### config.mk
export PLATFORM = sky130hd
export DESIGN_NAME = cfht_slot_ram
export DESIGN_NICKNAME = d
export VERILOG_FILES = /design/src/cfht_slot_ram.sv
export SDC_FILE = /design/constraint.sdc
export NUM_CORES = 2
export LEC_CHECK = 0
export BUFFER_PORTS_ARGS = -buffer_cell sky130_fd_sc_hd__buf_2
export CAP_MARGIN = 40
export CORE_MARGIN = 1
export CORE_UTILIZATION = 57
export DETAILED_ROUTE_END_ITERATION = 16
export HOLD_SLACK_MARGIN = 0.1
export MAX_ROUTING_LAYER = met4
export PLACE_DENSITY = 0.76
export REMOVE_ABC_BUFFERS = 1
export SLEW_MARGIN = 20
export SYNTH_ARGS = -nofsm -noshare
export SYNTH_HDL_FRONTEND = slang
export SYNTH_SLANG_ARGS = --single-unit
### constraint.sdc
create_clock -name clk -period 2.3 [get_ports clk]
set_clock_uncertainty 0.05 [all_clocks]
set_input_delay 0.46 -clock clk [delete_from_list [all_inputs] [get_ports clk]]
set_output_delay 0.46 -clock clk [all_outputs]
set_load 0.05 [all_outputs]
### src/cfht_slot_ram.sv
// Slot memory: one write port, one registered read port.
`timescale 1ns / 1ps
module cfht_slot_ram #(
  parameter int DEPTH  = 256,
  parameter int ADDR_W = 8,
  parameter int DATA_W = 8
) (
  input  logic              clk,
  input  logic              we,
  input  logic [ADDR_W-1:0] waddr,
  input  logic [DATA_W-1:0] wdata,
  input  logic [ADDR_W-1:0] raddr,
  output logic [DATA_W-1:0] rdata
);

  logic [DATA_W-1:0] mem [DEPTH];

  always_ff @(posedge clk) begin
    if (we) begin
      mem[waddr] <= wdata;
    end
    rdata <= mem[raddr];
  end

endmodule

==> out/results.ini <==
[global_routing]
first_global_vias=43300
grt.busiest_layer=met2
grt_first_pass_wirelength_um=298000
grt_util_met3_pct=5.81
globalRouteMet1Util_pct=39.7
grt_util_met2_pct=47.6
grt_remaining_overflow=0
antenna_found_initial=12
grt_use_total_pct=30.5
grt_max_degree=94

[floorplan]
top_level_ports=34
fp-row-count=136
fp.coreArea_um2=138000
die-height_um=376
initial_core_util_pct=57.6
die_area_um2=141000
die_width_um=376

[synth]
synth_top_family_by_area=multiplexers
yosys_most_used_dff=sky130_fd_sc_hd__edfxtp_1
synth.distinct_cells=55
synth_edf_count=2048
yosysSeqAreaShare_pct=77.5
synthSimpleGateAreaFrac_pct=2.63
yosys.area_share.adder_pct=0
synthesis.yosys.warnings=0
yosys_register_bits=2056
synthMuxAreaShare_pct=14.6
syn_area_per_cell_um2=21.3
synth_area_leader_cell=sky130_fd_sc_hd__edfxtp_1
ys_async_sr_fraction_pct=0
top_post_synthesis_cells_by_area=sky130_fd_sc_hd__edfxtp_1 77%, sky130_fd_sc_hd__mux4_2 13%, sky130_fd_sc_hd__mux2i_1 1.7%, sky130_fd_sc_hd__nor2_1 1.3%, sky130_fd_sc_hd__a22oi_1 1.3%
synth_compound_area_share_pct=3.42
synth-xor-area-share_pct=0
mapped_cell_area_um2=79600
synthDominantCellAreaShare_pct=77.3
syn-instance-count=3733

[final_layout]
post_route_cells_drive_above_1_share_pct=34.1
filler_cell_count=8079
syn_to_final_growth_pct=18.6
finalNetCount=4505
finish.cell_count_without_fillers=6517
stdcell_area_um2=94300

[cts]
htree_levels=4
clk-insertion-delay-late_ps=830
clock_tree_from_tritoncts=yes
tritoncts.num_buffers=196
largest_buffer_count_on_any_clock_path=3
cts_root_buf=sky130_fd_sc_hd__clkbuf_16
clock_edge_transition_at_the_registers_on_the_reported_setup_and_hold_paths_ps=70
cts.sinks=2056

[critical_path]
critPathLaunchType=flip-flop
reg2reg_to=rdata[5]$_DFF_P_
criticalPathCategory=flip-flop to flip-flop
regToRegStartpoint=mem[43][5]$_DFFE_PP_
r2r_cells=7
cp-startpoint=mem[43][5]$_DFFE_PP_
worstSetupEndpointType=flip-flop
cp_max_fo=1
timing.critical_path.arrival_ps=2960
cp.required_ps=2940
critical_path_endpoint=rdata[5]$_DFF_P_
r2r_slack_ps=-10

[hold_path]
hold_path_depth=1
min_path_type=primary input to flip-flop

[sta]
max_clock_freq_mhz=432
layout_setup_ws_ps=-13.4
setup_viol=1
totalNegativeSetupSlack_ps=-13.4
worst_pin_slew_ps=876
final_hold_viol_count=0
slew_violations=0
timing.final.crit_share_pct=101
max_slew_margin_pct=41.6
timing.final.crit_period_ps=2310

[route]
antenna_left=0
routed_via_density=6.55
drc=0
detail_route.wl_per_cell_um=31.6
detailedRoute.firstPassIterationCount=6
drt_wl_total_um=206000
dr.first_iter.drc_count=6129
dr_total_vias=42700

[run_status]
run_status=finished with violations
failing_checks=negative setup slack

[place]
dpl_cell_area_um2=87400
gp_routability_congestion=0.953
numPlacedInstances=6135
dp_hpwl_um=129000
numPortBuffers=33

[job]
drv_cap=0

[power]
powerDensity_nw_per_um2=825
power_leakage_nw=30.8
max-vdd-ir-drop_v=0.000735

[kinds of logic after synthesis]
| group | after synthesis |
|---|---|
| multiplexers | 591 |
| buffers and inverters | 235 |
| AND/OR/NAND/NOR | 466 |
| flip-flops | 2056 |
| AO/OA/AOI/OAI | 385 |
[critical path, cell delays in order, from the launching register on]
cell and delay (ps):
sky130_fd_sc_hd__edfxtp_1 370, sky130_fd_sc_hd__mux4_2 500, sky130_fd_sc_hd__nand2b_1 200, sky130_fd_sc_hd__a311oi_2 270
sky130_fd_sc_hd__buf_4 180, sky130_fd_sc_hd__o221ai_1 140, sky130_fd_sc_hd__a211oi_2 400, sky130_fd_sc_hd__nor4_1 100
[per-layer routing]
| metal | vias to the layer above | part of all wire, % |
|---|---|---|
| li1 | 17200 | - |
| met1 | 22000 | 35 |
| met2 | 2998 | 49 |
| met3 | 520 | 11 |
| met4 | 0 | 4.5 |
| met5 | - | 0 |
[timing repair]
| action | 4_1_cts | 5_1_grt |
|---|---|---|
| endpoints found under the setup margin | 8 | 8 |
| gates resized for setup | 51 | 34 |
| buffers inserted | 0 | 5 |
| hold buffers | 6 | 0 |
| pin swaps | 20 | 22 |
| endpoints found under the hold margin | 192 | 0 |
| cloned | 1 | 0 |
[cells in the mapped netlist, types with 16 or more instances]
library cell	count
sky130_fd_sc_hd__nor3_1	22
sky130_fd_sc_hd__nor4_1	24
sky130_fd_sc_hd__clkbuf_1	111
sky130_fd_sc_hd__edfxtp_1	2048
sky130_fd_sc_hd__mux2i_1	134
sky130_fd_sc_hd__mux4_2	454
sky130_fd_sc_hd__buf_6	21
sky130_fd_sc_hd__a21oi_1	96
sky130_fd_sc_hd__nand3_1	34
sky130_fd_sc_hd__nor2_1	282
sky130_fd_sc_hd__buf_2	31
sky130_fd_sc_hd__o221ai_1	46
sky130_fd_sc_hd__buf_4	27
sky130_fd_sc_hd__nand2_1	33
sky130_fd_sc_hd__nor2b_1	31
sky130_fd_sc_hd__buf_1	22
sky130_fd_sc_hd__o22ai_1	28
sky130_fd_sc_hd__a22oi_1	133
sky130_fd_sc_hd__a211oi_1	16
[area by class of cell]
type | count | area, um2 | share of cell area [%]
flip-flops and latches | 2056 | 61700 | 65.4
multi-input cells | 1442 | 16900 | 17.9
repair buffers | 781 | 7090 | 7.51
clock buffers | 236 | 5180 | 5.49
well taps | 1863 | 2330 | 2.47
clock inverters | 129 | 1130 | 1.19
diodes | 8 | 20.0 | 0.0212
inverters | 2 | 7.51 | 0.00796
[stage by stage]
| step | hold WS [ps] | utilization (%) | power, mW | setup slack [ps] |
|---|---|---|---|---|
| after floorplan | 509 | - | 43.7 | -618 |
| after global placement | 846 | 63.3 | 46.4 | -1270 |
| after detailed placement | 864 | 63.3 | 46.5 | -1150 |
| after CTS | 147 | 68.1 | 77.9 | -68.5 |
| after global routing | 138 | 68.3 | 79.5 | -32.7 |
| final | 136 | 68.3 | 77.8 | -13.4 |
[where the power goes]
| part | switching [mW] | total [mW] | internal (mW) |
|---|---|---|---|
| Combinational | 2.75 | 4.60 | 1.85 |
| Clock | 13.8 | 31.8 | 18.0 |
| Sequential | 0.0880 | 41.4 | 41.3 |
[placed cells by master, fill, tap and decap left out, types with 33 or more instances in the layout]
cell and count:
sky130_fd_sc_hd__o221ai_1 45, sky130_fd_sc_hd__a22oi_1 130, sky130_fd_sc_hd__buf_4 643, sky130_fd_sc_hd__nor2_1 274, sky130_fd_sc_hd__clkbuf_1 34, sky130_fd_sc_hd__edfxtp_1 2048, sky130_fd_sc_hd__buf_12 87, sky130_fd_sc_hd__clkinv_2 46
sky130_fd_sc_hd__mux2i_1 134, sky130_fd_sc_hd__mux4_2 455, sky130_fd_sc_hd__clkbuf_16 202, sky130_fd_sc_hd__nand2_1 33, sky130_fd_sc_hd__a21oi_1 94, sky130_fd_sc_hd__clkinv_1 47
[state kept, by name, indices dropped and copies added, names as in the netlist]
| signal | flops |
|---|---|
| rdata | 8 |
| mem | 2048 |
[how the worst min path moves through the flow]
stage | start | endpoint | slack [ps]
2_1_floorplan | wdata[0] | mem[0][0]$_DFFE_PP_ | 510
3_3_place_gp | wdata[5] | mem[210][5]$_DFFE_PP_ | 850
3_5_place_dp | wdata[5] | mem[210][5]$_DFFE_PP_ | 860
4_1_cts | wdata[4] | mem[109][4]$_DFFE_PP_ | 150
5_1_grt | wdata[4] | mem[71][4]$_DFFE_PP_ | 140
6_report | wdata[4] | mem[71][4]$_DFFE_PP_ | 140
(Power assumes the default switching activity.)
